--- config.mk ---
export PLATFORM = sky130hd
export DESIGN_NAME = djc_ramp_div
export DESIGN_NICKNAME = d
export VERILOG_FILES = /design/src/hw/rtl/djc_pkg.sv /design/src/hw/rtl/djc_ramp_div.sv
export VERILOG_INCLUDE_DIRS = /design/src /design/src/hw/rtl
export SDC_FILE = /design/constraint.sdc
export NUM_CORES = 1
export LEC_CHECK = 0
export BUFFER_PORTS_ARGS = -buffer_cell sky130_fd_sc_hd__clkbuf_2
export CAP_MARGIN = 20
export CORE_MARGIN = 2
export CORE_UTILIZATION = 45
export CTS_BUF_LIST = sky130_fd_sc_hd__clkbuf_8
export DETAILED_ROUTE_END_ITERATION = 7
export MAX_ROUTING_LAYER = met4
export PLACE_DENSITY = 0.73
export SETUP_SLACK_MARGIN = 0.2
export SYNTH_ARGS = -nofsm -noshare
export SYNTH_HDL_FRONTEND = slang
export SYNTH_SLANG_ARGS = --single-unit
--- constraint.sdc ---
create_clock -name clk -period 10.9 [get_ports clk]
set_input_delay 3.27 -clock clk [delete_from_list [all_inputs] [get_ports clk]]
set_output_delay 3.27 -clock clk [all_outputs]
set_load 0.02 [all_outputs]
--- src/hw/rtl/depth_jet_colormap_overlay_core_assert.svh ---
// Assertion macros shared by the colormap pipeline modules.
`ifndef DEPTH_JET_COLORMAP_OVERLAY_CORE_ASSERT_SVH
`define DEPTH_JET_COLORMAP_OVERLAY_CORE_ASSERT_SVH

// The consequence must hold in the same cycle as the trigger.
`define DJC_ASSERT_NOW(lbl, trig, cons, msg) \
  lbl: assert property (@(posedge clk) disable iff (!rst_n) (trig) |-> (cons)) \
    else $error(msg);

// The consequence must hold in the cycle after the trigger.
`define DJC_ASSERT_NEXT(lbl, trig, cons, msg) \
  lbl: assert property (@(posedge clk) disable iff (!rst_n) (trig) |=> (cons)) \
    else $error(msg);

`endif

--- src/hw/rtl/djc_pkg.sv ---
// Shared constants and types of the depth colormap overlay pipeline.
package djc_pkg;

  localparam int DISPARITY_BITS_DEF = 16;
  localparam int FOCAL_BITS         = 32;
  localparam int DEPTH_BITS         = 16;
  localparam int UPPER_BITS         = DEPTH_BITS + 1;
  localparam int GRAY_BITS          = 8;
  localparam int COLOR_BITS         = 8;
  localparam int CFG_DATA_BITS      = 32;
  localparam int CFG_ADDR_BITS      = 4;
  localparam int REG_IDX_BITS       = 2;

  localparam logic [REG_IDX_BITS-1:0] REG_FOCAL_BASELINE = REG_IDX_BITS'(0);
  localparam logic [REG_IDX_BITS-1:0] REG_MIN_DEPTH      = REG_IDX_BITS'(1);
  localparam logic [REG_IDX_BITS-1:0] REG_MAX_DEPTH      = REG_IDX_BITS'(2);
  localparam logic [REG_IDX_BITS-1:0] REG_OVERLAY_MODE   = REG_IDX_BITS'(3);

  localparam logic [FOCAL_BITS-1:0] FOCAL_BASELINE_RESET = FOCAL_BITS'(1000000);
  localparam logic [DEPTH_BITS-1:0] MIN_DEPTH_RESET      = DEPTH_BITS'(0);
  localparam logic [DEPTH_BITS-1:0] MAX_DEPTH_RESET      = DEPTH_BITS'(10000);
  localparam logic                  OVERLAY_MODE_RESET   = 1'b1;

  localparam logic [COLOR_BITS-1:0] COLOR_MAX = '1;

  // Colormap segments, named after the channel that carries the ramp.
  typedef logic [1:0] seg_t;
  localparam seg_t SEG_RISE_G = 2'd0;
  localparam seg_t SEG_FALL_B = 2'd1;
  localparam seg_t SEG_RISE_R = 2'd2;
  localparam seg_t SEG_FALL_G = 2'd3;

  typedef struct packed {
    logic [FOCAL_BITS-1:0] focal_baseline;
    logic [DEPTH_BITS-1:0] min_depth;
    logic [DEPTH_BITS-1:0] span;
    logic [UPPER_BITS-1:0] upper;
    logic                  overlay_mode;
  } cfg_t;

  typedef struct packed {
    logic                  invalid;
    logic [GRAY_BITS-1:0]  gray;
    logic [DEPTH_BITS-1:0] n;
  } depth_t;

  typedef struct packed {
    logic                  invalid;
    logic [GRAY_BITS-1:0]  gray;
    seg_t                  seg;
    logic [COLOR_BITS-1:0] level;
  } color_t;

endpackage

--- src/hw/rtl/djc_ramp_div.sv ---
// Colormap segment selection and pipelined division of the ramp level by the span.
`include "depth_jet_colormap_overlay_core_assert.svh"

module djc_ramp_div (
  input  logic            clk,
  input  logic            rst_n,
  input  djc_pkg::cfg_t   cfg,
  input  logic            in_valid,
  output logic            in_ready,
  input  djc_pkg::depth_t in_depth,
  output logic            out_valid,
  input  logic            out_ready,
  output djc_pkg::color_t out_color
);

  localparam int DB = djc_pkg::DEPTH_BITS;
  localparam int CB = djc_pkg::COLOR_BITS;
  localparam int NB = DB + CB;
  localparam int RB = DB + 2;
  localparam int S  = CB + 2;

  typedef struct packed {
    logic                          invalid;
    logic [djc_pkg::GRAY_BITS-1:0] gray;
    djc_pkg::seg_t                 seg;
  } tag_t;

  logic [S-1:0]  v_r;
  logic [S-1:0]  v_nxt;
  logic [S-1:0]  rdy;

  tag_t          tag_r   [S];
  tag_t          tag_nxt [S];
  logic [DB-1:0] m_r;
  logic [DB-1:0] m_nxt;
  logic [NB-1:0] num_r;
  logic [NB-1:0] num_nxt;
  logic [NB-1:0] rem_r   [CB];
  logic [NB-1:0] rem_nxt [CB];
  logic [CB-1:0] lvl_r   [CB];
  logic [CB-1:0] lvl_nxt [CB];

  always_comb begin
    logic [S-1:0] below;
    for (int k = 0; k < S; k++) begin
      below  = (S'(1) << k) - S'(1);
      rdy[k] = out_ready || !(&(v_r | below));
    end
  end

  assign in_ready = rdy[0];
  assign v_nxt = (rdy[S-1:0] & {v_r[S-2:0], in_valid}) | (~rdy[S-1:0] & v_r);

  // Quarter points of the span split the ramp into four segments; m is the distance
  // from the start of a rising segment or to the end of a falling one, scaled by four.
  always_comb begin
    logic [RB-1:0] n4;
    logic [RB-1:0] sp1;
    logic [RB-1:0] sp2;
    logic [RB-1:0] sp3;
    logic [RB-1:0] sp4;
    logic [RB-1:0] m0;
    n4  = {in_depth.n, 2'b00};
    sp1 = RB'(cfg.span);
    sp2 = sp1 << 1;
    sp3 = sp1 + sp2;
    sp4 = sp1 << 2;
    tag_nxt[0].invalid = in_depth.invalid;
    tag_nxt[0].gray    = in_depth.gray;
    if (n4 < sp1) begin
      tag_nxt[0].seg = djc_pkg::SEG_RISE_G;
      m0             = n4;
    end else if (n4 < sp2) begin
      tag_nxt[0].seg = djc_pkg::SEG_FALL_B;
      m0             = sp2 - n4;
    end else if (n4 < sp3) begin
      tag_nxt[0].seg = djc_pkg::SEG_RISE_R;
      m0             = n4 - sp2;
    end else begin
      tag_nxt[0].seg = djc_pkg::SEG_FALL_G;
      m0             = sp4 - n4;
    end
    m_nxt = m0[DB-1:0];
    for (int k = 1; k < S; k++) begin
      tag_nxt[k] = tag_r[k-1];
    end
  end

  assign num_nxt = {m_r, {CB{1'b0}}} - NB'(m_r);

  // The numerator stays below the span shifted by the quotient width, so each
  // stage settles one quotient bit against the span shifted into place.
  always_comb begin
    logic [NB-1:0] src;
    logic [CB-1:0] lsrc;
    logic [NB-1:0] dsh;
    logic          take;
    for (int k = 0; k < CB; k++) begin
      src        = (k == 0) ? num_r : rem_r[(k == 0) ? 0 : k - 1];
      lsrc       = (k == 0) ? '0 : lvl_r[(k == 0) ? 0 : k - 1];
      dsh        = NB'(cfg.span) << (CB - 1 - k);
      take       = (src >= dsh);
      rem_nxt[k] = take ? (src - dsh) : src;
      lvl_nxt[k] = {lsrc[CB-2:0], take};
    end
  end

  always_ff @(posedge clk) begin
    if (!rst_n) begin
      v_r <= '0;
    end else begin
      v_r <= v_nxt;
    end
  end

  always_ff @(posedge clk) begin
    for (int k = 0; k < S; k++) begin
      if (rdy[k]) begin
        tag_r[k] <= tag_nxt[k];
      end
    end
    if (rdy[0]) begin
      m_r <= m_nxt;
    end
    if (rdy[1]) begin
      num_r <= num_nxt;
    end
    for (int k = 0; k < CB; k++) begin
      if (rdy[k+2]) begin
        rem_r[k] <= rem_nxt[k];
        lvl_r[k] <= lvl_nxt[k];
      end
    end
  end

  assign out_valid         = v_r[S-1];
  assign out_color.invalid = tag_r[S-1].invalid;
  assign out_color.gray    = tag_r[S-1].gray;
  assign out_color.seg     = tag_r[S-1].seg;
  assign out_color.level   = lvl_r[CB-1];

  `DJC_ASSERT_NEXT(a_ramp_enter, in_valid && in_ready, v_r[0], "accepted request missing from the segment stage")
  `DJC_ASSERT_NEXT(a_ramp_hold, v_r[S-1] && !out_ready, v_r[S-1] && $stable(out_color), "stalled ramp result was lost or changed")

endmodule

Word level (Yosys, flattened, before mapping)
Memories as Yosys holds them, arrays and structs flattened.
Index checks and enable logic that the tools add are counted.
{"block": "totals", "regBits": 50, "out_inout_bits": 21, "ramBits": 366, "inputBits": 111, "word_cells": 98, "n_memories": 3}
{"memory": "rem_r", "depth": 8, "width": 24, "rd": 7, "rd_clocked_by_memory_dff": 0, "wr": 8, "line_no": "djc_ramp_div.sv:38", "source": "logic [NB-1:0] rem_r [CB];"}
{"memory": "tag_r", "depth": 10, "width": 11, "rd": 10, "rd_clocked_by_memory_dff": 0, "wr": 10, "line_no": "djc_ramp_div.sv:32", "source": "tag_t tag_r [S];"}
{"memory": "lvl_r", "depth": 8, "width": 8, "rd": 8, "rd_clocked_by_memory_dff": 0, "wr": 8, "line_no": "djc_ramp_div.sv:40", "source": "logic [CB-1:0] lvl_r [CB];"}
{"block": "op_classes", "mux": 34, "n_addsub": 13, "magnitude_cmp": 11, "reduce_logical": 29, "bitwise": 4}
{"op": "$mux W24", "n": 8}
{"op": "$mux W16", "n": 3}
{"op": "$sub A16 B16 Y16", "n": 3}
{"op": "$sub A24 B16 Y24", "n": 2}
{"op": "$ge A24 B16 Y1", "n": 1}
{"op": "$ge A24 B17 Y1", "n": 1}
{"op": "$ge A24 B18 Y1", "n": 1}
{"op": "$ge A24 B19 Y1", "n": 1}
{"op": "$ge A24 B20 Y1", "n": 1}
{"op": "$ge A24 B21 Y1", "n": 1}
{"op": "$ge A24 B22 Y1", "n": 1}
{"op": "$ge A24 B23 Y1", "n": 1}
{"op": "$sub A24 B17 Y24", "n": 1}
{"op": "$sub A24 B18 Y24", "n": 1}
{"op": "$sub A24 B19 Y24", "n": 1}
{"op": "$sub A24 B20 Y24", "n": 1}
{"op": "$sub A24 B21 Y24", "n": 1}
{"op": "$sub A24 B22 Y24", "n": 1}
{"op": "$sub A24 B23 Y24", "n": 1}
{"op": "$mux W1", "n": 21}
{"op": "$and A10 B10 Y10", "n": 2}
{"op": "$add A16 B17 Y18", "n": 1}
{"op": "$lt A18 B16 Y1", "n": 1}
{"op": "$lt A18 B17 Y1", "n": 1}
{"op": "15 further kinds", "n": 34}

Depth between registers and ports, before layout
{"block": "logic_depth", "word_depth": 6, "depth_mapped": 23, "mapped_depth_nobuf": 22}

Worst setup path after synthesis
No wires, ideal clock.
{"block": "synth_timing", "path_kind": "input -> output", "startpoint": "input port out_ready", "endpoint": "output port in_ready", "t_required_ns": 7.630, "stages": 7, "slack_ns": 1.629, "n_path_buf": 0, "arrival_ns": 6.001, "cell_sequence": "nor2b_1 and2_1 and3_1 and3_1 nand2_1 nor2_1 nand3_1"}
{"block": "synth_via", "elab_chain_len": 1}
{"element": "from (decl)", "line_no": "djc_ramp_div.sv:12", "source": "input logic out_ready,"}
{"element": "$logic_or A1 B1 Y1", "line_no": "djc_ramp_div.sv:47", "source": "rdy[k] = out_ready || !(&(v_r | below));"}
{"element": "to (decl)", "line_no": "djc_ramp_div.sv:9", "source": "output logic in_ready,"}
Every way passes these cells.

Final worst setup path
{"block": "layout_timing", "startpoint": "input port cfg[19] (netlist bit)", "endpoint": "register m_r[8] (data pin)"}
{"block": "layout_via", "elab_chain_len": 5, "elab_cells_between_ends": 10, "cone_classes": "4 x add/sub; 3 x order compare; 3 x mux"}
{"element": "from (decl)", "line_no": "djc_ramp_div.sv:7", "source": "input djc_pkg::cfg_t cfg,"}
{"element": "$add A16 B17 Y18", "line_no": "djc_ramp_div.sv:66", "source": "sp3 = sp1 + sp2;"}
{"element": "$lt A18 B18 Y1", "line_no": "djc_ramp_div.sv:76", "source": "end else if (n4 < sp3) begin"}
{"element": "$mux W16", "line_no": "djc_ramp_div.sv:76"}
{"element": "$mux W16", "line_no": "djc_ramp_div.sv:73", "source": "end else if (n4 < sp2) begin"}
{"element": "$mux W16 *", "line_no": "djc_ramp_div.sv:70", "source": "if (n4 < sp1) begin"}
{"element": "net m_nxt[8]", "line_no": "djc_ramp_div.sv:35", "source": "logic [DB-1:0] m_nxt;"}
{"element": "to (signal assigned)", "line_no": "djc_ramp_div.sv:123", "source": "m_r <= m_nxt;"}
{"element": "to (decl)", "line_no": "djc_ramp_div.sv:34", "source": "logic [DB-1:0] m_r;"}
The timed path passes the listed nets; every way through them passes the cells marked *.
A chain may end at the register's enable or synchronous reset.

==> metrics.yaml <==
placement:
  postPlaceCellArea_um2: 23100
  hpwl_um: 36200
  gp_congestion: 0.897
  port_buffers: 65
  preCtsSetupSlack_ns: 1.32
setup_path:
  r2r-end: "rem_r[6][5]"
  cp_max_fo: 14
  crit_arrival_ns: 9.36
  cp.required_ns: 11.26
  critPathKind: "input pin to flop"
  r2r_cells: 8
  cp-end-kind: "flop"
  r2r_slack_ns: 7.33
  r2r-start: "rem_r[5][2]"
  cp-start-kind: "input pin"
die:
  rows: 80
  core_region_area_um2: 47900
  pin_count: 132
  start_util: 0.458
  die_h_um: 225
  die_w_um: 225
  dieArea_um2: 50600
timing:
  finalCriticalPeriod_ns: 9.00
  setup_viol: 0
  grt_setup_unrepaired: "false"
  finalHoldViolCount: 0
  drv_slew: 0
  tightest_slew_ns: 1.03
  finalWorstSetupSlack_ns: 1.90
  fin_setup_tns_ns: 0
  post-route-period-util: 0.826
  skew_ns: 0.0449
  max_clock_freq_ghz: 0.111
  slew_headroom: 0.312
power:
  power_density_nw_per_um2: 258
  total_power_mw: 6.21
  leakagePower_nw: 9.80
  peakVddDrop_mv: 0.124
route:
  viasPerCell: 5.67
  finalWirelength_um: 49900
  drc: 0
  dr.first_iter.drc_count: 1183
  via_count: 15800
  wire_per_inst_um: 17.9
  dr.pass1.iters: 5
  ant_nets: 0
clock_network:
  cts_tree: "yes"
  hold_buffers: 0
  clock_latency_ns: 0.67
  cts_resized: 0
  clkTransAtPathRegs_ns: 0.06
  root_buffer: "clkbuf_8"
  cts_buffers: 57
  htreeDepth: 2
  clock_sinks: 355
  post_cts_buffers: 0
  cts_buffer_depth: 3
worst_hold_path:
  hold_end: "tag_r[4][7]"
  worst_hold_path.num_cells: 0
  hp-class: "flop to flop"
  hp-start: "tag_r[3][7]"
cells_and_area:
  diodes: 0
  drive_above_1_share: 0.0902
  layout_commonest_cell: "edfxtp_1"
  fillerInstances: 4230
  final_cell_mix: "edfxtp_1, ha_1, nand2_1"
  design_area_um2: 24100
  area_delta_synth_final_pct: 9.53
  fin_nets: 2476
job:
  maxCapViolCount: 0
run_status:
  status: "finished clean"
yosys:
  yosysUniqueCellTypes: 78
  ys_async_sr_fraction: 0
  postSynthCellCount: 2027
  synth_edf_count: 345
  synth_area_um2: 22000
  synthFlopType: "edfxtp_1"
  yosys_warnings: 0
  yosysSeqAreaShare: 0.480
  ys_ff_latch: 355
  syn_nets: 2371
  avgSynthCellArea_um2: 10.8
global_route:
  globalRouteTotalUtil: 0.205
  grt_pass1_wl_um: 79600
  grt_pass1_vias: 15500
  grt_max_degree: 42
  grt-ovfl-total: 0
  antenna_found_initial: 1
## cells by family (layout without fill, tap and decap cells)
| logic type | count (synthesis) | count (layout) | share of synthesized area |
|---|---|---|---|
| adders and majority gates | 233 | 233 | 0.136 |
| and+or+nand+nor | 558 | 558 | 0.122 |
| AOI/OAI and AO/OA | 558 | 558 | 0.163 |
| DFF | 355 | 355 | 0.480 |
| buffers and inverters | 148 | 293 | 0.0263 |
| muxes | 22 | 22 | 0.0109 |
| xor gates and xnor gates | 153 | 153 | 0.0610 |
## synthesized netlist by cell type (10+ instances only)
cell / instances / area share
a211oi_1: 11 / 0.0038
a21boi_0: 16 / 0.0055
a21o_1: 52 / 0.018
a21oi_1: 151 / 0.034
a31oi_1: 19 / 0.0054
and2_1: 13 / 0.0037
and3_1: 10 / 0.0028
clkbuf_1: 29 / 0.0050
dfxtp_1: 10 / 0.0091
edfxtp_1: 345 / 0.47
fa_1: 11 / 0.010
ha_1: 222 / 0.13
inv_1: 109 / 0.019
mux2_2: 15 / 0.0077
nand2_1: 177 / 0.030
nand2b_1: 30 / 0.0085
nand3_1: 36 / 0.0082
nand4_1: 19 / 0.0054
nor2_1: 131 / 0.022
nor2b_1: 39 / 0.011
nor3_1: 43 / 0.0098
nor4_1: 11 / 0.0031
o211ai_1: 14 / 0.0048
o21a_1: 31 / 0.011
o21ai_0: 147 / 0.033
o21bai_1: 12 / 0.0041
o31ai_1: 14 / 0.0048
or2_2: 12 / 0.0034
or3_1: 10 / 0.0028
xnor2_1: 85 / 0.034
xor2_1: 68 / 0.027
## metal layers
metal	wire length (µm)	GRT usage	vias up
met4	2210	0.0940	0
met2	23300	0.331	439
met3	2840	0.0391	129
met5	0	-	-
li1	-	-	7817
met1	21600	0.249	7422
## sequential cells by signal, indices dropped and copies added (netlist names), named ones only
| signal | count |
|---|---|
| rem_r | 161 |
| lvl_r | 36 |
| m_r | 15 |
| num_r | 23 |
| tag_r | 110 |
## final cells by class
class / instances / area [µm²] / area share
multi-input cells: 1524 / 10900 / 0.451
flip-flops and latches: 355 / 10600 / 0.439
clock buffers: 57 / 785 / 0.0326
well taps: 615 / 769 / 0.0320
repair buffers: 85 / 483 / 0.0201
inverters: 109 / 409 / 0.0170
clock inverters: 42 / 200 / 0.00831
## worst max-delay path by stage
stage / start / to / depth (start not counted)
finish: cfg[19] / m_r[8] / 22
global route: cfg[19] / m_r[8] / 22
CTS: cfg[19] / m_r[8] / 22
detailed placement: cfg[19] / m_r[8] / 22
global placement: cfg[19] / m_r[8] / 22
floorplan: out_ready / in_ready / 7
## report_power, final
| group | switching (mW) | total, mW | internal [mW] |
|---|---|---|---|
| Sequential | 0.280 | 2.46 | 2.18 |
| Clock | 0.519 | 1.01 | 0.489 |
| Combinational | 1.55 | 2.74 | 1.20 |
## per-stage QoR
stage / hold slack [ns] / utilization / std cells
6_report: 0.415 / 0.502 / 2787
5_1_grt: 0.421 / 0.502 / 2787
4_1_cts: 0.414 / 0.502 / 2786
3_5_place_dp: 0.405 / 0.481 / 2687
3_3_place_gp: 0.401 / 0.481 / 2687
2_1_floorplan: 0.400 / - / 2027
## worst max-delay path, cell delays in order
cell	delay, ns
clkbuf_2	0.37
inv_1	0.66
nor2_1	0.14
fa_1	0.42
a21o_1	0.18
a21oi_1	0.23
nor2b_1	0.07
o21a_1	0.19
o21ai_0	0.47
o211ai_1	0.21
a31o_2	0.27
a21o_1	0.20
xor2_1	0.15
ha_1	0.31
a21o_1	0.17
a211o_1	0.30
o31ai_1	0.36
buf_4	0.29
o211ai_1	0.39
o221a_2	0.42
o22ai_1	0.17
a21oi_1	0.10
(Power assumes the default switching activity.)
