## src/hw/rtl/depth_jet_colormap_overlay_core_assert.svh

```systemverilog
// Assertion macros shared by the colormap pipeline modules.
`ifndef DEPTH_JET_COLORMAP_OVERLAY_CORE_ASSERT_SVH
`define DEPTH_JET_COLORMAP_OVERLAY_CORE_ASSERT_SVH

// The consequence must hold in the same cycle as the trigger.
`define DJC_ASSERT_NOW(lbl, trig, cons, msg) \
  lbl: assert property (@(posedge clk) disable iff (!rst_n) (trig) |-> (cons)) \
    else $error(msg);

// The consequence must hold in the cycle after the trigger.
`define DJC_ASSERT_NEXT(lbl, trig, cons, msg) \
  lbl: assert property (@(posedge clk) disable iff (!rst_n) (trig) |=> (cons)) \
    else $error(msg);

`endif

```

## src/hw/rtl/djc_pkg.sv

```systemverilog
// Shared constants and types of the depth colormap overlay pipeline.
package djc_pkg;

  localparam int DISPARITY_BITS_DEF = 16;
  localparam int FOCAL_BITS         = 32;
  localparam int DEPTH_BITS         = 16;
  localparam int UPPER_BITS         = DEPTH_BITS + 1;
  localparam int GRAY_BITS          = 8;
  localparam int COLOR_BITS         = 8;
  localparam int CFG_DATA_BITS      = 32;
  localparam int CFG_ADDR_BITS      = 4;
  localparam int REG_IDX_BITS       = 2;

  localparam logic [REG_IDX_BITS-1:0] REG_FOCAL_BASELINE = REG_IDX_BITS'(0);
  localparam logic [REG_IDX_BITS-1:0] REG_MIN_DEPTH      = REG_IDX_BITS'(1);
  localparam logic [REG_IDX_BITS-1:0] REG_MAX_DEPTH      = REG_IDX_BITS'(2);
  localparam logic [REG_IDX_BITS-1:0] REG_OVERLAY_MODE   = REG_IDX_BITS'(3);

  localparam logic [FOCAL_BITS-1:0] FOCAL_BASELINE_RESET = FOCAL_BITS'(1000000);
  localparam logic [DEPTH_BITS-1:0] MIN_DEPTH_RESET      = DEPTH_BITS'(0);
  localparam logic [DEPTH_BITS-1:0] MAX_DEPTH_RESET      = DEPTH_BITS'(10000);
  localparam logic                  OVERLAY_MODE_RESET   = 1'b1;

  localparam logic [COLOR_BITS-1:0] COLOR_MAX = '1;

  // Colormap segments, named after the channel that carries the ramp.
  typedef logic [1:0] seg_t;
  localparam seg_t SEG_RISE_G = 2'd0;
  localparam seg_t SEG_FALL_B = 2'd1;
  localparam seg_t SEG_RISE_R = 2'd2;
  localparam seg_t SEG_FALL_G = 2'd3;

  typedef struct packed {
    logic [FOCAL_BITS-1:0] focal_baseline;
    logic [DEPTH_BITS-1:0] min_depth;
    logic [DEPTH_BITS-1:0] span;
    logic [UPPER_BITS-1:0] upper;
    logic                  overlay_mode;
  } cfg_t;

  typedef struct packed {
    logic                  invalid;
    logic [GRAY_BITS-1:0]  gray;
    logic [DEPTH_BITS-1:0] n;
  } depth_t;

  typedef struct packed {
    logic                  invalid;
    logic [GRAY_BITS-1:0]  gray;
    seg_t                  seg;
    logic [COLOR_BITS-1:0] level;
  } color_t;

endpackage

```

## src/hw/rtl/djc_in_if.sv

```systemverilog
// Pixel input channel: disparity and gray value with valid/ready.
interface djc_in_if #(
  parameter int DISPARITY_BITS = djc_pkg::DISPARITY_BITS_DEF
);
  logic                             valid;
  logic                             ready;
  logic signed [DISPARITY_BITS-1:0] disparity;
  logic [djc_pkg::GRAY_BITS-1:0]    gray;

  modport source (output valid, disparity, gray, input ready);
  modport sink (input valid, disparity, gray, output ready);
endinterface

```

## src/hw/rtl/djc_depth_div.sv

```systemverilog
// Pipelined restoring divider for depth, one quotient bit per stage, then clamping.
`include "depth_jet_colormap_overlay_core_assert.svh"

module djc_depth_div #(
  parameter int DISPARITY_BITS = djc_pkg::DISPARITY_BITS_DEF
) (
  input  logic            clk,
  input  logic            rst_n,
  input  djc_pkg::cfg_t   cfg,
  djc_in_if.sink          in_ch,
  output logic            out_valid,
  input  logic            out_ready,
  output djc_pkg::depth_t out_depth
);

  localparam int QB = djc_pkg::FOCAL_BITS;
  localparam int DB = DISPARITY_BITS;
  localparam int UB = djc_pkg::UPPER_BITS;
  localparam int S  = QB + 1;

  typedef struct packed {
    logic                          neg;
    logic                          zero;
    logic [djc_pkg::GRAY_BITS-1:0] gray;
  } tag_t;

  logic [S-1:0]  v_r;
  logic [S-1:0]  v_nxt;
  logic [S-1:0]  rdy;

  logic [DB-2:0] rem_r   [QB];
  logic [DB-2:0] rem_nxt [QB];
  logic [DB-2:0] dvs_r   [QB];
  logic [DB-2:0] dvs_nxt [QB];
  logic [QB-1:0] quo_r   [QB];
  logic [QB-1:0] quo_nxt [QB];
  tag_t          tag_r   [QB];
  tag_t          tag_nxt [QB];
  tag_t          tag_in;

  djc_pkg::depth_t depth_r;
  djc_pkg::depth_t depth_nxt;

  // A stage may load when it is empty or when every stage after it moves on.
  always_comb begin
    logic [S-1:0] below;
    for (int k = 0; k < S; k++) begin
      below  = (S'(1) << k) - S'(1);
      rdy[k] = out_ready || !(&(v_r | below));
    end
  end

  assign in_ch.ready = rdy[0];
  assign v_nxt = (rdy[S-1:0] & {v_r[S-2:0], in_ch.valid}) | (~rdy[S-1:0] & v_r);

  assign tag_in.neg  = in_ch.disparity[DB-1];
  assign tag_in.zero = (in_ch.disparity == '0);
  assign tag_in.gray = in_ch.gray;

  // Each stage brings down the next dividend bit and tries one subtraction.
  always_comb begin
    logic [DB-2:0] rem_src;
    logic [DB-2:0] dvs_src;
    logic [QB-1:0] quo_src;
    logic [DB-1:0] trial;
    logic [DB-1:0] diff;
    logic          take;
    for (int k = 0; k < QB; k++) begin
      rem_src    = (k == 0) ? '0 : rem_r[(k == 0) ? 0 : k - 1];
      dvs_src    = (k == 0) ? in_ch.disparity[DB-2:0] : dvs_r[(k == 0) ? 0 : k - 1];
      quo_src    = (k == 0) ? '0 : quo_r[(k == 0) ? 0 : k - 1];
      tag_nxt[k] = (k == 0) ? tag_in : tag_r[(k == 0) ? 0 : k - 1];
      trial      = {rem_src, cfg.focal_baseline[QB-1-k]};
      diff       = trial - {1'b0, dvs_src};
      take       = (trial >= {1'b0, dvs_src});
      rem_nxt[k] = take ? diff[DB-2:0] : trial[DB-2:0];
      dvs_nxt[k] = dvs_src;
      quo_nxt[k] = {quo_src[QB-2:0], take};
    end
  end

  // Zero disparity saturates to the far end; the quotient is clamped to the range.
  always_comb begin
    logic [QB-1:0] q;
    logic          lo;
    logic          hi;
    logic [UB-1:0] off;
    q   = quo_r[QB-1];
    lo  = (q < QB'(cfg.min_depth));
    hi  = (q > QB'(cfg.upper));
    off = q[UB-1:0] - UB'(cfg.min_depth);
    depth_nxt.invalid = tag_r[QB-1].neg;
    depth_nxt.gray    = tag_r[QB-1].gray;
    if (tag_r[QB-1].zero || hi) begin
      depth_nxt.n = cfg.span;
    end else if (lo) begin
      depth_nxt.n = '0;
    end else begin
      depth_nxt.n = off[djc_pkg::DEPTH_BITS-1:0];
    end
  end

  always_ff @(posedge clk) begin
    if (!rst_n) begin
      v_r <= '0;
    end else begin
      v_r <= v_nxt;
    end
  end

  always_ff @(posedge clk) begin
    for (int k = 0; k < QB; k++) begin
      if (rdy[k]) begin
        rem_r[k] <= rem_nxt[k];
        dvs_r[k] <= dvs_nxt[k];
        quo_r[k] <= quo_nxt[k];
        tag_r[k] <= tag_nxt[k];
      end
    end
    if (rdy[QB]) begin
      depth_r <= depth_nxt;
    end
  end

  assign out_valid = v_r[S-1];
  assign out_depth = depth_r;

  `DJC_ASSERT_NEXT(a_depth_enter, in_ch.valid && in_ch.ready, v_r[0], "accepted request missing from the first divider stage")
  `DJC_ASSERT_NEXT(a_depth_hold, v_r[S-1] && !out_ready, v_r[S-1] && $stable(depth_r), "stalled depth result was lost or changed")

endmodule

```

## src/flat_wrapper.sv

```systemverilog
// flat-port wrapper written by rule: the top's interface ports become plain ports
module djc_depth_div_flat 
#(
  parameter int DISPARITY_BITS = djc_pkg::DISPARITY_BITS_DEF
)
  (clk, rst_n, cfg, out_valid, out_ready, out_depth, in_ch_valid, in_ch_disparity, in_ch_gray, in_ch_ready);
  djc_in_if #(.DISPARITY_BITS(DISPARITY_BITS)) in_ch_i ();
  input  logic clk;
  input  logic rst_n;
  input  djc_pkg::cfg_t cfg;
  output logic out_valid;
  input  logic out_ready;
  output djc_pkg::depth_t out_depth;
  input wire logic [$bits(in_ch_i.valid)-1:0] in_ch_valid;
  input wire logic [$bits(in_ch_i.disparity)-1:0] in_ch_disparity;
  input wire logic [$bits(in_ch_i.gray)-1:0] in_ch_gray;
  output wire logic [$bits(in_ch_i.ready)-1:0] in_ch_ready;
  assign in_ch_i.valid = in_ch_valid;
  assign in_ch_i.disparity = in_ch_disparity;
  assign in_ch_i.gray = in_ch_gray;
  assign in_ch_ready = in_ch_i.ready;
  djc_depth_div #(.DISPARITY_BITS(DISPARITY_BITS)) u_core (.clk(clk), .rst_n(rst_n), .cfg(cfg), .in_ch(in_ch_i), .out_valid(out_valid), .out_ready(out_ready), .out_depth(out_depth));
endmodule
```

## config.mk

```make
export PLATFORM = sky130hd
export DESIGN_NAME = djc_depth_div_flat
export DESIGN_NICKNAME = d
export VERILOG_FILES = /design/src/hw/rtl/djc_pkg.sv /design/src/hw/rtl/djc_in_if.sv /design/src/hw/rtl/djc_depth_div.sv /design/src/flat_wrapper.sv
export VERILOG_INCLUDE_DIRS = /design/src /design/src/hw/rtl
export SDC_FILE = /design/constraint.sdc
export NUM_CORES = 2
export LEC_CHECK = 0
export BUFFER_PORTS_ARGS = -buffer_cell sky130_fd_sc_hd__buf_2
export CORE_ASPECT_RATIO = 0.7
export CORE_MARGIN = 2
export CORE_UTILIZATION = 63
export DETAILED_ROUTE_END_ITERATION = 10
export MAX_ROUTING_LAYER = met4
export PLACE_DENSITY = 0.8
export SYNTH_ARGS = -nofsm -noshare
export SYNTH_HDL_FRONTEND = slang
export SYNTH_SLANG_ARGS = --single-unit
```

## constraint.sdc

```tcl
create_clock -name clk -period 6.91 [get_ports clk]
set_clock_uncertainty 0.1 [all_clocks]
set_input_delay 0.691 -clock clk [delete_from_list [all_inputs] [get_ports clk]]
set_output_delay 0.691 -clock clk [all_outputs]
set_load 0.01 [all_outputs]
```

==> After elaboration in Yosys (flattened, before gate mapping) <==
Memories as Yosys holds them, arrays and structs flattened.
Cells that the tools add are included.
Widths: inputs -> output; s select.
{ "classes": {"bitwise_logic": 4, "n_reduce_logical": 100, "magnitude_cmp": 34, "n_mux": 98, "add_sub_neg": 33} }
{ "op_table": {"columns": ["operator", "count"], "rows": [
  ["$ge 16x15->1", 31],
  ["$mux 15", 32],
  ["$sub 15x15->15", 31],
  ["$and 33x33->33", 2],
  ["$mux 1", 64],
  ["$logic_or 1x1->1", 34],
  ["$logic_not 1->1", 33],
  ["$not 33->33", 1],
  ["$or 33x33->33", 1],
  ["$reduce_and 33->1", 1],
  ["$gt 32x17->1", 1],
  ["$lt 32x16->1", 1],
  ["$mux 16", 2],
  ["$reduce_and 32->1", 1],
  ["$reduce_and 31->1", 1],
  ["$reduce_and 30->1", 1],
  ["$reduce_and 29->1", 1],
  ["$reduce_and 28->1", 1],
  ["$reduce_and 27->1", 1],
  ["$reduce_and 26->1", 1],
  ["$reduce_and 25->1", 1],
  ["$reduce_and 24->1", 1],
  ["$reduce_and 23->1", 1],
  ["$reduce_and 22->1", 1],
  ["24 further kinds", 24]
]} }
{ "word_totals": {"elab_cells": 277, "ramBits": 2304, "input_bits": 110, "out_inout_bits": 27, "regBits": 58, "memories": 4} }
{ "mem_list": {"columns": ["memory", "depth", "word_bits", "read_ports", "rd_ports_with_merged_regs", "wr", "line", "source"], "rows": [
  ["u_core.quo_r", 32, 32, 32, 0, 32, "djc_depth_div.sv:35", "logic [QB-1:0] quo_r [QB];"],
  ["u_core.dvs_r", 32, 15, 31, 0, 32, "djc_depth_div.sv:33", "logic [DB-2:0] dvs_r [QB];"],
  ["u_core.rem_r", 32, 15, 31, 0, 32, "djc_depth_div.sv:31", "logic [DB-2:0] rem_r [QB];"],
  ["u_core.tag_r", 32, 10, 32, 0, 32, "djc_depth_div.sv:37", "tag_t tag_r [QB];"]
]} }

==> Logic depth before layout (Yosys ltp) <==
{ "depth": {"depth_word": 6, "depth_mapped": 13, "mapped_depth_nobuf": 12} }

==> Worst setup path after synthesis <==
Ideal clock, no wire load.
{ "synth_timing": {"path_type": "input-to-reg", "from": "input out_ready", "to": "memory u_core.dvs_r[1][0] (netlist bit) (enable)", "setup_time_ps": 417, "arrival_ps": 5917, "cell_stages": 8, "path_buffers": 0, "slack_ps": 477, "required_ps": 6393, "cell_sequence": "nor2b_4 inv_1 nor4_4 inv_1 nor3_1 inv_1 nor2_1 nand2_1"} }
{ "synth_rtl": {"columns": ["item", "line", "source"], "rows": [
  ["start: declaration", "flat_wrapper.sv:12", "input logic out_ready;"],
  ["end: declaration", "djc_depth_div.sv:33", null]
]} }

==> flow_metrics.tcl <==
set metrics [dict create \
    p_sw_share_pct 30.7 \
    cpMaxStageDelayCell "nor4_2" \
    dp_hpwl_um 115000 \
    yosys-top-cells-area "edfxtp_1, ha_1, inv_1" \
    initial_utilization_pct 63.7 \
    fmax_mhz 192 \
    cts_buffers 164 \
    fin_total_pwr_mw 35.4 \
    multi_input_area_mm2 0.0263 \
    syn_avg_cell_area_um2 13.5 \
    drive_gt1_share_pct 8.78 \
    cts_hold_buf 25 \
    leakage_nw 37.9 \
    layout.area.seq_mm2 0.0548 \
    r2r_cells 7 \
    setup_tns_ns 0 \
    tightest_slew_ns 1.21 \
    grt_pass1_wl_um 259000 \
    p_comb_share_pct 29.4 \
    fillers 8514 \
    via_count 49500 \
    ys_async_sr_fraction_pct 0 \
    hold_viol 0 \
    peakVddDrop_mv 0.261 \
    regToRegEndpoint "u_core.rem_r[0][15]$_DFFE_PP_" \
    wl_um 163000 \
    fin_crit_ns 5.22 \
    setup_viol 0 \
    postPlaceCellArea_mm2 0.0865 \
    ys.flop_type "edfxtp_1" \
    crit_type "flip-flop to output port" \
    row_count 111 \
    final_area_mm2 0.0921 \
    power_frac_clock_pct 25.7 \
    holdCritPathClass "primary input to flip-flop" \
    max_stage_delay_ns 0.78 \
    antenna_found_initial 11 \
    synth_warnings 0 \
    nets 7106 \
    synth.top_cell.area_share_pct 64.6 \
    yosysSeqAreaShare_pct 65.4 \
    synth_edf_count 1803 \
    max_cap_viol_count 0 \
    p_switching_mw 10.9 \
    rsz0062_at_grt "no" \
    drtIter0Drc 4452 \
    via_per_inst 5.92 \
    synthTopCellsByCount "edfxtp_1, inv_1, ha_1" \
    post-cts-setup-buffers 0 \
    met3_usage_pct 3.47 \
    path_max_fanout 43 \
    grt_pass1_vias 48000 \
    syn2layout_area_growth_pct 9.91 \
    synth_area_mm2 0.0838 \
    slew_viol_final 0 \
    grt_max_degree 71 \
    syn_nets 6851 \
    die_h_um 309 \
    grt_usage_pct 24.9 \
    crit_chain "nand4_1 > nor4_2 > and4_1 > and3_1 > and2_4 > and3_4 > nand3_2 > buf_4 > buf_2" \
    finalWeightedCongestion 0.961 \
    portBuffers 135 \
    intPower_mw 24.5 \
    cp-start-kind "flip-flop" \
    netlist_instances 6210 \
    cts_max_level 4 \
    clk_latency_ns 0.80 \
    ant_nets 0 \
    wl_per_cell_um 19.5 \
    drt_first_pass_iters 8 \
    p_per_area_mw_per_mm2 384 \
    use_met2_pct 38.7 \
    end_kind "output port" \
    fp.dieArea_mm2 0.136 \
    cts_tree "yes" \
    met1_usage_pct 34.8 \
    status "completed" \
    cts_root_buf "clkbuf_16" \
    power.share.sequential_pct 45.0 \
    ys_ff_latch 1836 \
    die_w_um 440 \
    coreArea_mm2 0.132 \
    r2r_slack_ns 2.72 \
    grt-ovfl-total 0 \
    cts_resized 0 \
    busiest_layer "met2" \
    cp.required_ns 6.12 \
    clk_pin_slew_worst_paths_ns 0.07 \
    slew_headroom_pct 19.2 \
    fin_crit_sh_pct 75.5 \
    drc_errors 0 \
    cts_buffer_depth 3 \
    clock_sinks 1836 \
    ys_types 73 \
    hp-start "cfg[31]" \
    post-synth-top-count-cell "edfxtp_1" \
    synth_top_cell_by_area "edfxtp_1" \
    cp-endpoint "in_ch_ready" \
    cp.arrival_ns 4.43 \
    final_core_util_pct 70.1 \
    ioPinCount 137 \
]
power by group through the flow:
stage	Sequential, mW	Clock, mW	Combinational [mW]
2_1_floorplan	15.6	0	8.14
5_1_grt	16.1	9.65	11.5
3_3_place_gp	16.0	0	9.63
6_report	15.9	9.08	10.4
3_5_place_dp	16.1	0	10.1
4_1_cts	15.9	9.26	10.2
logic make-up (layout without fill, tap and decap cells):
group                    after synthesis  after routing  share of synthesized area, %
flip-flops                          1836           1836                          65.4
AO/OA/AOI/OAI                       1356           1356                          10.4
AND/OR/NAND/NOR                     1305           1305                          7.52
buffers and inverters                733           1127                          3.38
adder cells (fa/ha/maj)              531            531                          8.20
XOR/XNOR                             314            314                          3.28
multiplexers                         135            135                          1.85
other                                  0              5                             0
per-stage QoR:
step           worst slack, ns  hold WS [ns]  std cells
2_1_floorplan            0.477         0.300       6210
3_3_place_gp              2.66         0.300       8025
3_5_place_dp              2.54         0.305       8025
4_1_cts                   1.62      0.000368       8355
5_1_grt                   1.47        0.0474       8360
6_report                  1.69        0.0709       8360
metal layers:
metal / routed length [um] / vias to the layer above / share of wire (%)
met5: 0 / - / 0
met4: 3930 / 0 / 2.4
met3: 10100 / 290 / 6.2
met2: 76500 / 1646 / 47
met1: 72900 / 24000 / 45
li1: - / 23600 / -
cell usage in the layout, fill, tap and decap left out, types with 25 or more instances in the layout:
cell type	count
clkinv_2	28
nand4_1	61
o211ai_1	41
nor2_1	247
fa_1	31
buf_4	27
nor3_1	129
a21oi_1	258
o21a_1	165
nand3_1	80
inv_1	623
a21o_1	64
dfxtp_1	33
mux2_2	105
xor2_1	122
o41ai_1	31
dlygate4sd3_1	25
clkbuf_1	43
o31ai_1	109
edfxtp_1	1803
clkbuf_16	165
ha_1	500
a31oi_1	26
nor2b_1	93
buf_2	135
nand2b_1	111
clkinv_1	30
or3_1	49
o21ai_0	439
o31a_1	49
xnor2_1	192
nand2_1	407
registers in the layout, summed over array words and instances (netlist names), named ones only:
register and flops:
u_core.quo_r 528, u_core.dvs_r 465, u_core.rem_r 465, u_core.tag_r 320, u_core.out_depth 25
critical path, delay by kind of cell, from the launching register on:
family / cells / cell delay [ns]
simple gates: 7 / 2.60
buf+inv: 2 / 0.51
flops: 1 / 0.51
final cells by class:
class                      count  area share [%]
multi-input combinational   3641            28.5
sequential                  1836            59.5
clock buffer                 211            4.70
clock inverter                94            1.11
timing repair buffer         187            1.22
inverter                     635            2.59
tap                         1751            2.38
antenna                        5          0.0136
how the worst min path moves through the flow:
stage | end | slack (ns) | depth (start not counted)
floorplan | u_core.out_depth[16]$_DFFE_PP_ | 0.30 | 0
global placement | u_core.quo_r[1][411]$_DFFE_PN_ | 0.30 | 0
detailed placement | u_core.out_depth[19]$_DFFE_PP_ | 0.30 | 0
CTS | u_core.out_depth[3]$_DFFE_PP_ | 0.0004 | 3
global route | u_core.out_depth[13]$_DFFE_PP_ | 0.05 | 3
finish | u_core.out_depth[13]$_DFFE_PP_ | 0.07 | 3
Power figures use the tool's default switching activity.
