**src/hw/rtl/depth_jet_colormap_overlay_core_assert.svh**
```systemverilog
// Assertion macros shared by the colormap pipeline modules.
`ifndef DEPTH_JET_COLORMAP_OVERLAY_CORE_ASSERT_SVH
`define DEPTH_JET_COLORMAP_OVERLAY_CORE_ASSERT_SVH

// The consequence must hold in the same cycle as the trigger.
`define DJC_ASSERT_NOW(lbl, trig, cons, msg) \
  lbl: assert property (@(posedge clk) disable iff (!rst_n) (trig) |-> (cons)) \
    else $error(msg);

// The consequence must hold in the cycle after the trigger.
`define DJC_ASSERT_NEXT(lbl, trig, cons, msg) \
  lbl: assert property (@(posedge clk) disable iff (!rst_n) (trig) |=> (cons)) \
    else $error(msg);

`endif

```
**src/hw/rtl/djc_pkg.sv**
```systemverilog
// Shared constants and types of the depth colormap overlay pipeline.
package djc_pkg;

  localparam int DISPARITY_BITS_DEF = 16;
  localparam int FOCAL_BITS         = 32;
  localparam int DEPTH_BITS         = 16;
  localparam int UPPER_BITS         = DEPTH_BITS + 1;
  localparam int GRAY_BITS          = 8;
  localparam int COLOR_BITS         = 8;
  localparam int CFG_DATA_BITS      = 32;
  localparam int CFG_ADDR_BITS      = 4;
  localparam int REG_IDX_BITS       = 2;

  localparam logic [REG_IDX_BITS-1:0] REG_FOCAL_BASELINE = REG_IDX_BITS'(0);
  localparam logic [REG_IDX_BITS-1:0] REG_MIN_DEPTH      = REG_IDX_BITS'(1);
  localparam logic [REG_IDX_BITS-1:0] REG_MAX_DEPTH      = REG_IDX_BITS'(2);
  localparam logic [REG_IDX_BITS-1:0] REG_OVERLAY_MODE   = REG_IDX_BITS'(3);

  localparam logic [FOCAL_BITS-1:0] FOCAL_BASELINE_RESET = FOCAL_BITS'(1000000);
  localparam logic [DEPTH_BITS-1:0] MIN_DEPTH_RESET      = DEPTH_BITS'(0);
  localparam logic [DEPTH_BITS-1:0] MAX_DEPTH_RESET      = DEPTH_BITS'(10000);
  localparam logic                  OVERLAY_MODE_RESET   = 1'b1;

  localparam logic [COLOR_BITS-1:0] COLOR_MAX = '1;

  // Colormap segments, named after the channel that carries the ramp.
  typedef logic [1:0] seg_t;
  localparam seg_t SEG_RISE_G = 2'd0;
  localparam seg_t SEG_FALL_B = 2'd1;
  localparam seg_t SEG_RISE_R = 2'd2;
  localparam seg_t SEG_FALL_G = 2'd3;

  typedef struct packed {
    logic [FOCAL_BITS-1:0] focal_baseline;
    logic [DEPTH_BITS-1:0] min_depth;
    logic [DEPTH_BITS-1:0] span;
    logic [UPPER_BITS-1:0] upper;
    logic                  overlay_mode;
  } cfg_t;

  typedef struct packed {
    logic                  invalid;
    logic [GRAY_BITS-1:0]  gray;
    logic [DEPTH_BITS-1:0] n;
  } depth_t;

  typedef struct packed {
    logic                  invalid;
    logic [GRAY_BITS-1:0]  gray;
    seg_t                  seg;
    logic [COLOR_BITS-1:0] level;
  } color_t;

endpackage

```
**src/hw/rtl/djc_cfg_regs.sv**
```systemverilog
// APB register file holding the depth range, focal scale and blend mode.
module djc_cfg_regs (
  input  logic                                clk,
  input  logic                                rst_n,
  input  logic                                psel,
  input  logic                                penable,
  input  logic                                pwrite,
  input  logic [djc_pkg::CFG_ADDR_BITS-1:0]   paddr,
  input  logic [djc_pkg::CFG_DATA_BITS-1:0]   pwdata,
  output logic [djc_pkg::CFG_DATA_BITS-1:0]   prdata,
  output logic                                pready,
  output djc_pkg::cfg_t                       cfg
);

  logic [djc_pkg::FOCAL_BITS-1:0]   focal_r;
  logic [djc_pkg::DEPTH_BITS-1:0]   min_r;
  logic [djc_pkg::DEPTH_BITS-1:0]   max_r;
  logic                             mode_r;
  logic [djc_pkg::REG_IDX_BITS-1:0] idx;
  logic                             wr;

  assign pready = 1'b1;
  assign idx    = paddr[djc_pkg::CFG_ADDR_BITS-1:2];
  assign wr     = psel && penable && pwrite && pready;

  always_ff @(posedge clk) begin
    if (!rst_n) begin
      focal_r <= djc_pkg::FOCAL_BASELINE_RESET;
      min_r   <= djc_pkg::MIN_DEPTH_RESET;
      max_r   <= djc_pkg::MAX_DEPTH_RESET;
      mode_r  <= djc_pkg::OVERLAY_MODE_RESET;
    end else if (wr) begin
      case (idx)
        djc_pkg::REG_FOCAL_BASELINE: focal_r <= pwdata[djc_pkg::FOCAL_BITS-1:0];
        djc_pkg::REG_MIN_DEPTH:      min_r   <= pwdata[djc_pkg::DEPTH_BITS-1:0];
        djc_pkg::REG_MAX_DEPTH:      max_r   <= pwdata[djc_pkg::DEPTH_BITS-1:0];
        djc_pkg::REG_OVERLAY_MODE:   mode_r  <= pwdata[0];
        default: ;
      endcase
    end
  end

  always_comb begin
    case (idx)
      djc_pkg::REG_FOCAL_BASELINE: prdata = djc_pkg::CFG_DATA_BITS'(focal_r);
      djc_pkg::REG_MIN_DEPTH:      prdata = djc_pkg::CFG_DATA_BITS'(min_r);
      djc_pkg::REG_MAX_DEPTH:      prdata = djc_pkg::CFG_DATA_BITS'(max_r);
      djc_pkg::REG_OVERLAY_MODE:   prdata = djc_pkg::CFG_DATA_BITS'(mode_r);
      default:                     prdata = '0;
    endcase
  end

  // An empty or inverted range is treated as a span of one millimetre.
  always_comb begin
    cfg.focal_baseline = focal_r;
    cfg.min_depth      = min_r;
    cfg.span           = (max_r > min_r) ? (max_r - min_r) : djc_pkg::DEPTH_BITS'(1);
    cfg.upper          = djc_pkg::UPPER_BITS'(min_r) + djc_pkg::UPPER_BITS'(cfg.span);
    cfg.overlay_mode   = mode_r;
  end

endmodule

```
**config.mk**
```make
export PLATFORM = sky130hd
export DESIGN_NAME = djc_cfg_regs
export DESIGN_NICKNAME = d
export VERILOG_FILES = /design/src/hw/rtl/depth_jet_colormap_overlay_core_assert.svh /design/src/hw/rtl/djc_pkg.sv /design/src/hw/rtl/djc_cfg_regs.sv
export SDC_FILE = /design/constraint.sdc
export NUM_CORES = 1
export LEC_CHECK = 0
export ABC_AREA = 1
export BUFFER_PORTS_ARGS = -buffer_cell sky130_fd_sc_hd__buf_4
export CAP_MARGIN = 20
export CORE_MARGIN = 5
export CORE_UTILIZATION = 41
export DETAILED_ROUTE_END_ITERATION = 8
export GPL_TIMING_DRIVEN = 0
export PLACE_DENSITY = 0.77
export SETUP_SLACK_MARGIN = 0.2
export SYNTH_ARGS = -nofsm -noshare
export SYNTH_HDL_FRONTEND = slang
export SYNTH_SLANG_ARGS = --single-unit
```
**constraint.sdc**
```tcl
create_clock -name clk -period 9.1 [get_ports clk]
set_input_delay 1.365 -clock clk [delete_from_list [all_inputs] [get_ports clk]]
set_output_delay 1.365 -clock clk [all_outputs]
set_load 0.02 [all_outputs]
```
Yosys cells after proc, flatten, opt, wreduce, memory -nomap -nowiden
Index checks and enable logic that the tools add are counted.
{"block": "word_totals", "output_inout_bits": 115, "input_bits": 41, "wordCells": 19, "ff_bits": 65}
{"block": "classes", "n_reduce_logical": 7, "eq_ne": 3, "n_lt_le_gt_ge": 1, "n_mux": 2, "addsub": 2}
{"cell": "$pmux W32 S4", "n": 1}
{"cell": "$add A16 B16 Y17", "n": 1}
{"cell": "$gt A16 B16 Y1", "n": 1}
{"cell": "$mux W16", "n": 1}
{"cell": "$sub A16 B16 Y16", "n": 1}
{"cell": "$reduce_and A2 Y1", "n": 4}
{"cell": "$eq A2 B2 Y1 const B", "n": 2}
{"cell": "$eq A2 B1 Y1 const B", "n": 1}
{"cell": "$logic_and A1 B1 Y1", "n": 2}
{"cell": "$logic_not A2 Y1", "n": 1}

Logic depth before layout (Yosys ltp)
Gate-level depths: netlist of run 1.
{"block": "depth", "ltp_word": 3, "mapped_depth": 25, "ltp_nobuf": 25}

Worst setup path before layout of run 1
OpenSTA, ideal clock, no wires.
{"block": "synth_path", "path_kind": "register to output", "startpoint": "reg min_r[0] in the netlist's numbering", "endpoint": "out cfg[13] in the netlist's numbering", "required_time_ns": 7.735, "arrival_ns": 3.758, "path_buffers": 0, "setup_slack_ns": 3.977, "stages_incl_launch_ff": 22, "cell_sequence": "dfxtp_1 > ha_1 > fa_1 > inv_1 > nand2_1 > nand2_1 > nand3_1 > nand2_2 > nand2_1 > nand2_2 > nand2_1 > inv_1 > o21ai_0 > a21oi_1 > ha_1 > a21oi_1 > nand2_1 > a21boi_1 > o21ai_0 > a31oi_1 > o21ai_1 > xor2_1"}
{"element": "from (decl)", "line": "djc_cfg_regs.sv:16", "text": "logic [djc_pkg::DEPTH_BITS-1:0] min_r;"}
{"element": "from (signal assigned)", "line": "djc_cfg_regs.sv:29", "text": "min_r <= djc_pkg::MIN_DEPTH_RESET;"}
{"element": "from (signal assigned)", "line": "djc_cfg_regs.sv:35", "text": "djc_pkg::REG_MIN_DEPTH: min_r <= pwdata[djc_pkg::DEPTH_BITS-1:0];"}
{"element": "to (decl)", "line": "djc_cfg_regs.sv:12", "text": "output djc_pkg::cfg_t cfg"}

==> results of run 1 <==
-- stage by stage --
step	cells	hold WS [ns]	util, %
after floorplan	627	0.455	-
after global placement	914	0.456	54.3
after detailed placement	914	0.463	54.3
after CTS	930	0.475	56.8
after global routing	930	0.489	56.8
final	930	0.474	56.8
-- synthesized netlist by cell type, types with 2 or more instances --
| cell type | n |
|---|---|
| o211ai_1 | 18 |
| o21ai_1 | 2 |
| nand2_1 | 125 |
| nand3_1 | 19 |
| a211oi_1 | 4 |
| fa_1 | 2 |
| dfxtp_1 | 65 |
| clkbuf_1 | 19 |
| o21ai_0 | 70 |
| xor2_1 | 11 |
| a31oi_1 | 4 |
| inv_1 | 67 |
| a21o_1 | 3 |
| xnor2_1 | 3 |
| a21oi_1 | 59 |
| nor2_1 | 87 |
| nor2_2 | 4 |
| ha_1 | 31 |
| nand3_2 | 2 |
| buf_1 | 2 |
| nand2_2 | 8 |
| buf_4 | 3 |
| o21bai_1 | 3 |
-- worst paths after layout --
kind,from,end,slack [ns]
setup / recovery,max_r[0],cfg[13],3.36
hold / removal,focal_r[28],focal_r[28],0.47
setup reg to reg,min_r[0],min_r[0],8.24
hold reg to reg,focal_r[28],focal_r[28],0.47
-- area by class of cell --
cell class | instances | area, um2 | share of cell area (%)
Inverter | 68 | 255 | 4.43
Clock buffer | 10 | 138 | 2.39
Timing Repair Buffer | 151 | 1130 | 19.7
Sequential cell | 65 | 1300 | 22.6
Buffer | 25 | 106 | 1.85
Multi-Input combinational cell | 469 | 2540 | 44.1
Tap cell | 136 | 170 | 2.96
Clock inverter | 6 | 115 | 2.00
-- power groups by stage --
stage	combinational [mW]	sequential (mW)	clock, mW
CTS	0.224	0.296	0.313
global placement	0.220	0.303	0
global route	0.242	0.297	0.324
floorplan	0.128	0.307	0
finish	0.224	0.296	0.310
detailed placement	0.224	0.303	0
-- metal layers --
layer | track usage (%) | wire, um | vias to the layer above
li1 | - | - | 2402
met1 | 24.8 | 5800 | 2179
met2 | 39.9 | 6900 | 202
met3 | 6.88 | 1290 | 30
met4 | 8.52 | 311 | 0
met5 | 0 | 0 | -
-- flip-flops by register name (all words and copies together), names as in the netlist --
name	cells
max_r	16
min_r	16
mode_r	1
focal_r	32
-- kinds of logic after synthesis --
logic type               after synthesis
XOR/XNOR                              14
AND/OR/NAND/NOR                      252
other                                  1
flip-flops                            65
adder cells (fa/ha/maj)               33
buffers and inverters                 93
AO/OA/AOI/OAI                        169
-- worst max-delay path, stage by stage, from the launching register on --
cell      delay [ns]
dfxtp_1         0.37
inv_1           0.10
ha_1            0.22
fa_1            0.36
inv_1           0.09
nand2_1         0.05
nand2_1         0.08
nand3_1         0.08
nand2_2         0.12
nand2_1         0.07
nand2_2         0.07
nand2_1         0.14
inv_1           0.12
o21ai_0         0.10
a21oi_1         0.24
ha_1            0.33
a21oi_1         0.17
nand2_1         0.11
a21boi_1        0.31
o21ai_0         0.18
a31oi_1         0.27
o21ai_1         0.11
xor2_1          0.15
buf_4           0.16
==> results.json, run 1 <==
{
  "routabilityCongestion": 0.889,
  "final_common_cell": "buf_4",
  "drc": 0,
  "synth_compound_area_share_pct": 22.4,
  "cp-end-kind": "output pin",
  "p_leak_nw": 2.88,
  "synth_xor_area_share_pct": 2.92,
  "final_antenna_net_count": 0,
  "wl_um": 14300,
  "grt_pass1_vias": 4757,
  "clock_latency_ns": 0.35,
  "ctsRootBufferMaster": "clkbuf_8",
  "synth_ff_type": "dfxtp_1",
  "status": "finished, final reports clean",
  "synth_top_area_share_pct": 31.0,
  "num_vias": 4813,
  "worstRegToRegCells": 2,
  "cts_inserted_buffers": 9,
  "cp-start-kind": "flop",
  "hp-class": "reg2reg",
  "grt_usage_pct": 22.4,
  "wl_per_cell_um": 15.4,
  "antenna_found_initial": 0,
  "die_h_um": 111,
  "ctsHoldBuffers": 0,
  "overflow": 0,
  "worst_slew_pin_slew_ns": 0.548,
  "setup_viol": 0,
  "pwr-share-seq_pct": 35.7,
  "path_clk_slew_ns": 0.07,
  "grt_first_pass_wirelength_um": 22800,
  "cts_resized": 0,
  "finClkSkew_ns": 0,
  "vias_per_cell": 5.18,
  "htree_levels": 3,
  "clockPowerShare_pct": 37.3,
  "synth-seq-cells": 65,
  "syn_area_mm2": 0.00420,
  "core_mm2": 0.0101,
  "layout_setup_ws_ns": 3.36,
  "synthDistinctLibCells": 39,
  "ys_seq_area_share_pct": 31.0,
  "num-fill-cells": 959,
  "dpl.hpwl_um": 11900,
  "p_sw_uw": 262,
  "slew_viol_final": 0,
  "core.rowCount": 37,
  "start_util_pct": 41.4,
  "power_frac_comb_pct": 26.9,
  "p_total_uw": 830,
  "cellPowerDensity_mw_per_mm2": 144,
  "nNetsFinal": 863,
  "die_area_mm2": 0.0124,
  "cts_setup_buffers": 0,
  "crit_fanout": 6,
  "finalCritPeriodShare_pct": 63.1,
  "muxShareOfSynthArea_pct": 0,
  "drv_cap": 0,
  "synth_area_leaders": "dfxtp_1 (31%), nand2_1 (11%), ha_1 (9.2%)",
  "area_growth_pct": 37.1,
  "layout_common_cells": "buf_4 (154), nand2_1 (125), nor2_1 (87), o21ai_0 (70), inv_1 (67)",
  "chipWidth_um": 111,
  "async_flop_share_pct": 0,
  "drive_gt1_share_pct": 23.9,
  "dpl-instance-area_mm2": 0.00550,
  "crit_arrival_ns": 4.37,
  "synth_fa_ha_area_share_pct": 10.2,
  "drtPass1Iterations": 6,
  "finalSetupTns_ns": 0,
  "swShare_pct": 31.6,
  "drt_iter0_drc": 370,
  "io_buffer_count": 151,
  "hold_viol": 0,
  "postSynthAreaPerCell_um2": 6.70,
  "hold_depth": 2,
  "final_cell_area_mm2": 0.00576,
  "ir_drop_uv": 94.1,
  "path_class": "reg2out",
  "synth-edff-count": 0,
  "rsz0062_at_grt": "no",
  "synth_top_family_by_area": "simple AND/OR/NAND/NOR gates",
  "cts_tree": "yes",
  "diodes": 0,
  "yosys.area_share.simple_pct": 24.8,
  "io_pins": 156,
  "place_worst_setup_slack_ns": 3.74,
  "min_period_ns": 5.74,
  "internal_power_uw": 568,
  "max_freq_mhz": 174,
  "grt_max_degree": 13,
  "synth_cells": 627,
  "syn_nets": 701,
  "max_slew_margin_pct": 63.5,
  "numClockSinks": 65,
  "ys_warn_count": 0,
  "yosys.area.top_type": "dfxtp_1",
  "worstPathRequired_ns": 7.74,
  "cts_buffer_depth": 2
}
No activity file was read; power rests on OpenSTA's default activity.
==> inputs of run 2 (changes only) <==
clock period = 5.3 ns   (was 9.1 ns; I/O delays follow)
==> run 2 against run 1 <==
  * First-iteration DRC count is 12% lower
  * Wire length is 1.2% higher
  * Clock-buffer cell count stayed put
  * Highest routed layer unchanged
  * Sequential power is 72% higher
  * Largest power group unchanged
  * Clock skew stayed put
  * Utilization is 0.94 points higher
==> results.json, run 2 (same netlist as run 1, synthesis figures left out) <==
{
  "layout_setup_ws_ns": 0.406,
  "crit_start": "max_r[0]",
  "stdcell_count": 934,
  "drv_cap": 0,
  "start_util_pct": 41.4,
  "chipWidth_um": 111,
  "finClkSkew_ns": 0,
  "grt_first_pass_wirelength_um": 22800,
  "worstReg2RegStart": "min_r[9]",
  "status": "finished, final reports clean",
  "area_growth_pct": 39.3,
  "max_freq_mhz": 204,
  "power_frac_comb_pct": 27.7,
  "pwr-share-seq_pct": 35.3,
  "ir_drop_uv": 160,
  "grt_pass1_vias": 4757,
  "grt_max_degree": 13,
  "core_mm2": 0.0101,
  "num-fill-cells": 947,
  "swShare_pct": 31.7,
  "worst_path_most_repeated_cell": "nand2_1",
  "crit_arrival_ns": 4.10,
  "drc": 0,
  "wl_per_cell_um": 15.5,
  "place_worst_setup_slack_ns": 0.515,
  "max_slew_margin_pct": 64.0,
  "finalCritPeriodShare_pct": 92.3,
  "slew_viol_final": 0,
  "p_total_mw": 1.44,
  "crit_fanout": 6,
  "overflow": 0,
  "ctsRootBufferMaster": "clkbuf_8",
  "p_sw_uw": 457,
  "cp_slowest_cell": "fa_1",
  "cts_inserted_buffers": 9,
  "worstPathRequired_ns": 4.51,
  "clock_latency_ns": 0.35,
  "dpl.hpwl_um": 11900,
  "largest_reg_flops": 32,
  "grt_usage_pct": 22.4,
  "antenna_found_initial": 0,
  "core.rowCount": 37,
  "htree_levels": 3,
  "crit_end": "cfg[13]",
  "clockPowerShare_pct": 36.9,
  "die_h_um": 111,
  "layout_common_cells": "buf_4 (157), nand2_1 (124), nor2_1 (87), o21ai_0 (68), inv_1 (67)",
  "final_common_cell": "buf_4",
  "io_pins": 156,
  "drt_iter0_drc": 327,
  "path_clk_slew_ns": 0.07,
  "reg_top3": "focal_r: 32 flops, max_r: 16 flops, min_r: 16 flops",
  "worst_slew_pin_slew_ns": 0.539,
  "drtPass1Iterations": 5,
  "die_area_mm2": 0.0124,
  "rrSetupSlack_ns": 4.55,
  "worstRegToRegCells": 2,
  "cp_slowest_stage_delay_ns": 0.36,
  "cp-start-kind": "flop",
  "cp-end-kind": "output pin",
  "io_buffer_count": 151,
  "setup_viol": 0,
  "diodes": 0,
  "vias_per_cell": 5.18,
  "numClockSinks": 65,
  "cts_tree": "yes",
  "largest_register": "focal_r",
  "dp_cells": 914,
  "num_vias": 4842,
  "internal_power_uw": 984,
  "path_class": "reg2out",
  "cts_buffer_depth": 2,
  "hold_viol": 0,
  "p_leak_nw": 2.90,
  "fin_util_pct": 57.7,
  "finalSetupTns_ns": 0,
  "hp-class": "reg2reg",
  "final_antenna_net_count": 0,
  "wl_um": 14500,
  "routabilityCongestion": 0.889,
  "nNetsFinal": 867,
  "crit_chain": "inv_1 -> ha_1 -> fa_1 -> inv_1 -> nand2_1 -> nand2_1 -> nand3_1 -> nand2_2 -> nand2_1 -> nand2_2 -> nand2_2 -> inv_1 -> o21ai_0 -> a21oi_2 -> ha_1 -> a21oi_1 -> nand2_1 -> a21boi_2 -> o21ai_1 -> a31oi_2 -> o21ai_1 -> xor2_1 -> buf_4",
  "cellPowerDensity_mw_per_mm2": 246,
  "min_period_ns": 4.89,
  "rsz0062_at_grt": "no",
  "drive_gt1_share_pct": 26.2,
  "r2r-end": "min_r[9]"
}
run 2: cell types whose count changed in the layout (fill, tap and decap cells not counted), sizes merged:
cell  previous run  this run
buf            157       161
run 2: final cells by class:
| class | instances | area, um2 | area share [%] |
|---|---|---|---|
| buffer | 25 | 110 | 1.88 |
| clock buffer | 10 | 138 | 2.35 |
| clock inverter | 6 | 115 | 1.97 |
| inverter | 68 | 255 | 4.36 |
| multi-input combinational | 469 | 2590 | 44.3 |
| sequential | 65 | 1310 | 22.3 |
| tap | 136 | 170 | 2.91 |
| timing repair buffer | 155 | 1160 | 19.9 |
run 2: how the worst min path moves through the flow:
stage,from,endpoint,slack [ns],cells after the start
global placement,focal_r[28],focal_r[28],0.46,2
global route,focal_r[26],focal_r[26],0.49,2
detailed placement,focal_r[30],focal_r[30],0.46,2
finish,focal_r[28],focal_r[28],0.47,2
floorplan,max_r[10],max_r[10],0.45,2
CTS,focal_r[30],focal_r[30],0.48,2
run 2: what timing repair did:
| item | in CTS | in global routing |
|---|---|---|
| gates resized for setup | 1 | 18 |
| setup buffers | 0 | 4 |
| hold buffers | 0 | 0 |
| endpoints found under the hold margin | 0 | 0 |
| endpoints found under the setup margin | 1 | 6 |
| pin swaps | 0 | 4 |
run 2: metal layers:
| layer | global-route usage [%] | part of all wire, % | up-vias |
|---|---|---|---|
| met3 | 6.88 | 9.0 | 28 |
| met4 | 8.52 | 1.8 | 0 |
| met2 | 39.9 | 49 | 214 |
| li1 | - | - | 2410 |
| met5 | 0 | 0 | - |
| met1 | 24.7 | 40 | 2190 |
run 2: through the flow:
step / hold slack [ns] / cell area [um2]
2_1_floorplan: 0.455 / 4200
3_3_place_gp: 0.456 / 5500
3_5_place_dp: 0.463 / 5500
4_1_cts: 0.475 / 5760
5_1_grt: 0.489 / 5850
6_report: 0.473 / 5850
run 2: power groups by stage:
| stage | sequential [mW] | combinational, mW | clock, mW |
|---|---|---|---|
| after floorplan | 0.527 | 0.219 | 0 |
| after global placement | 0.519 | 0.377 | 0 |
| after detailed placement | 0.520 | 0.384 | 0 |
| after CTS | 0.509 | 0.385 | 0.538 |
| after global routing | 0.510 | 0.432 | 0.556 |
| final | 0.509 | 0.399 | 0.532 |
run 2: critical path, delay by kind of cell, from the launching register on:
family / cells / cell delay [ns]
AO/OA/AOI/OAI: 7 / 1.22
adder cells (fa/ha/maj): 3 / 0.88
AND/OR/NAND/NOR: 8 / 0.70
buffers and inverters: 4 / 0.44
flip-flops: 1 / 0.35
XOR/XNOR: 1 / 0.15
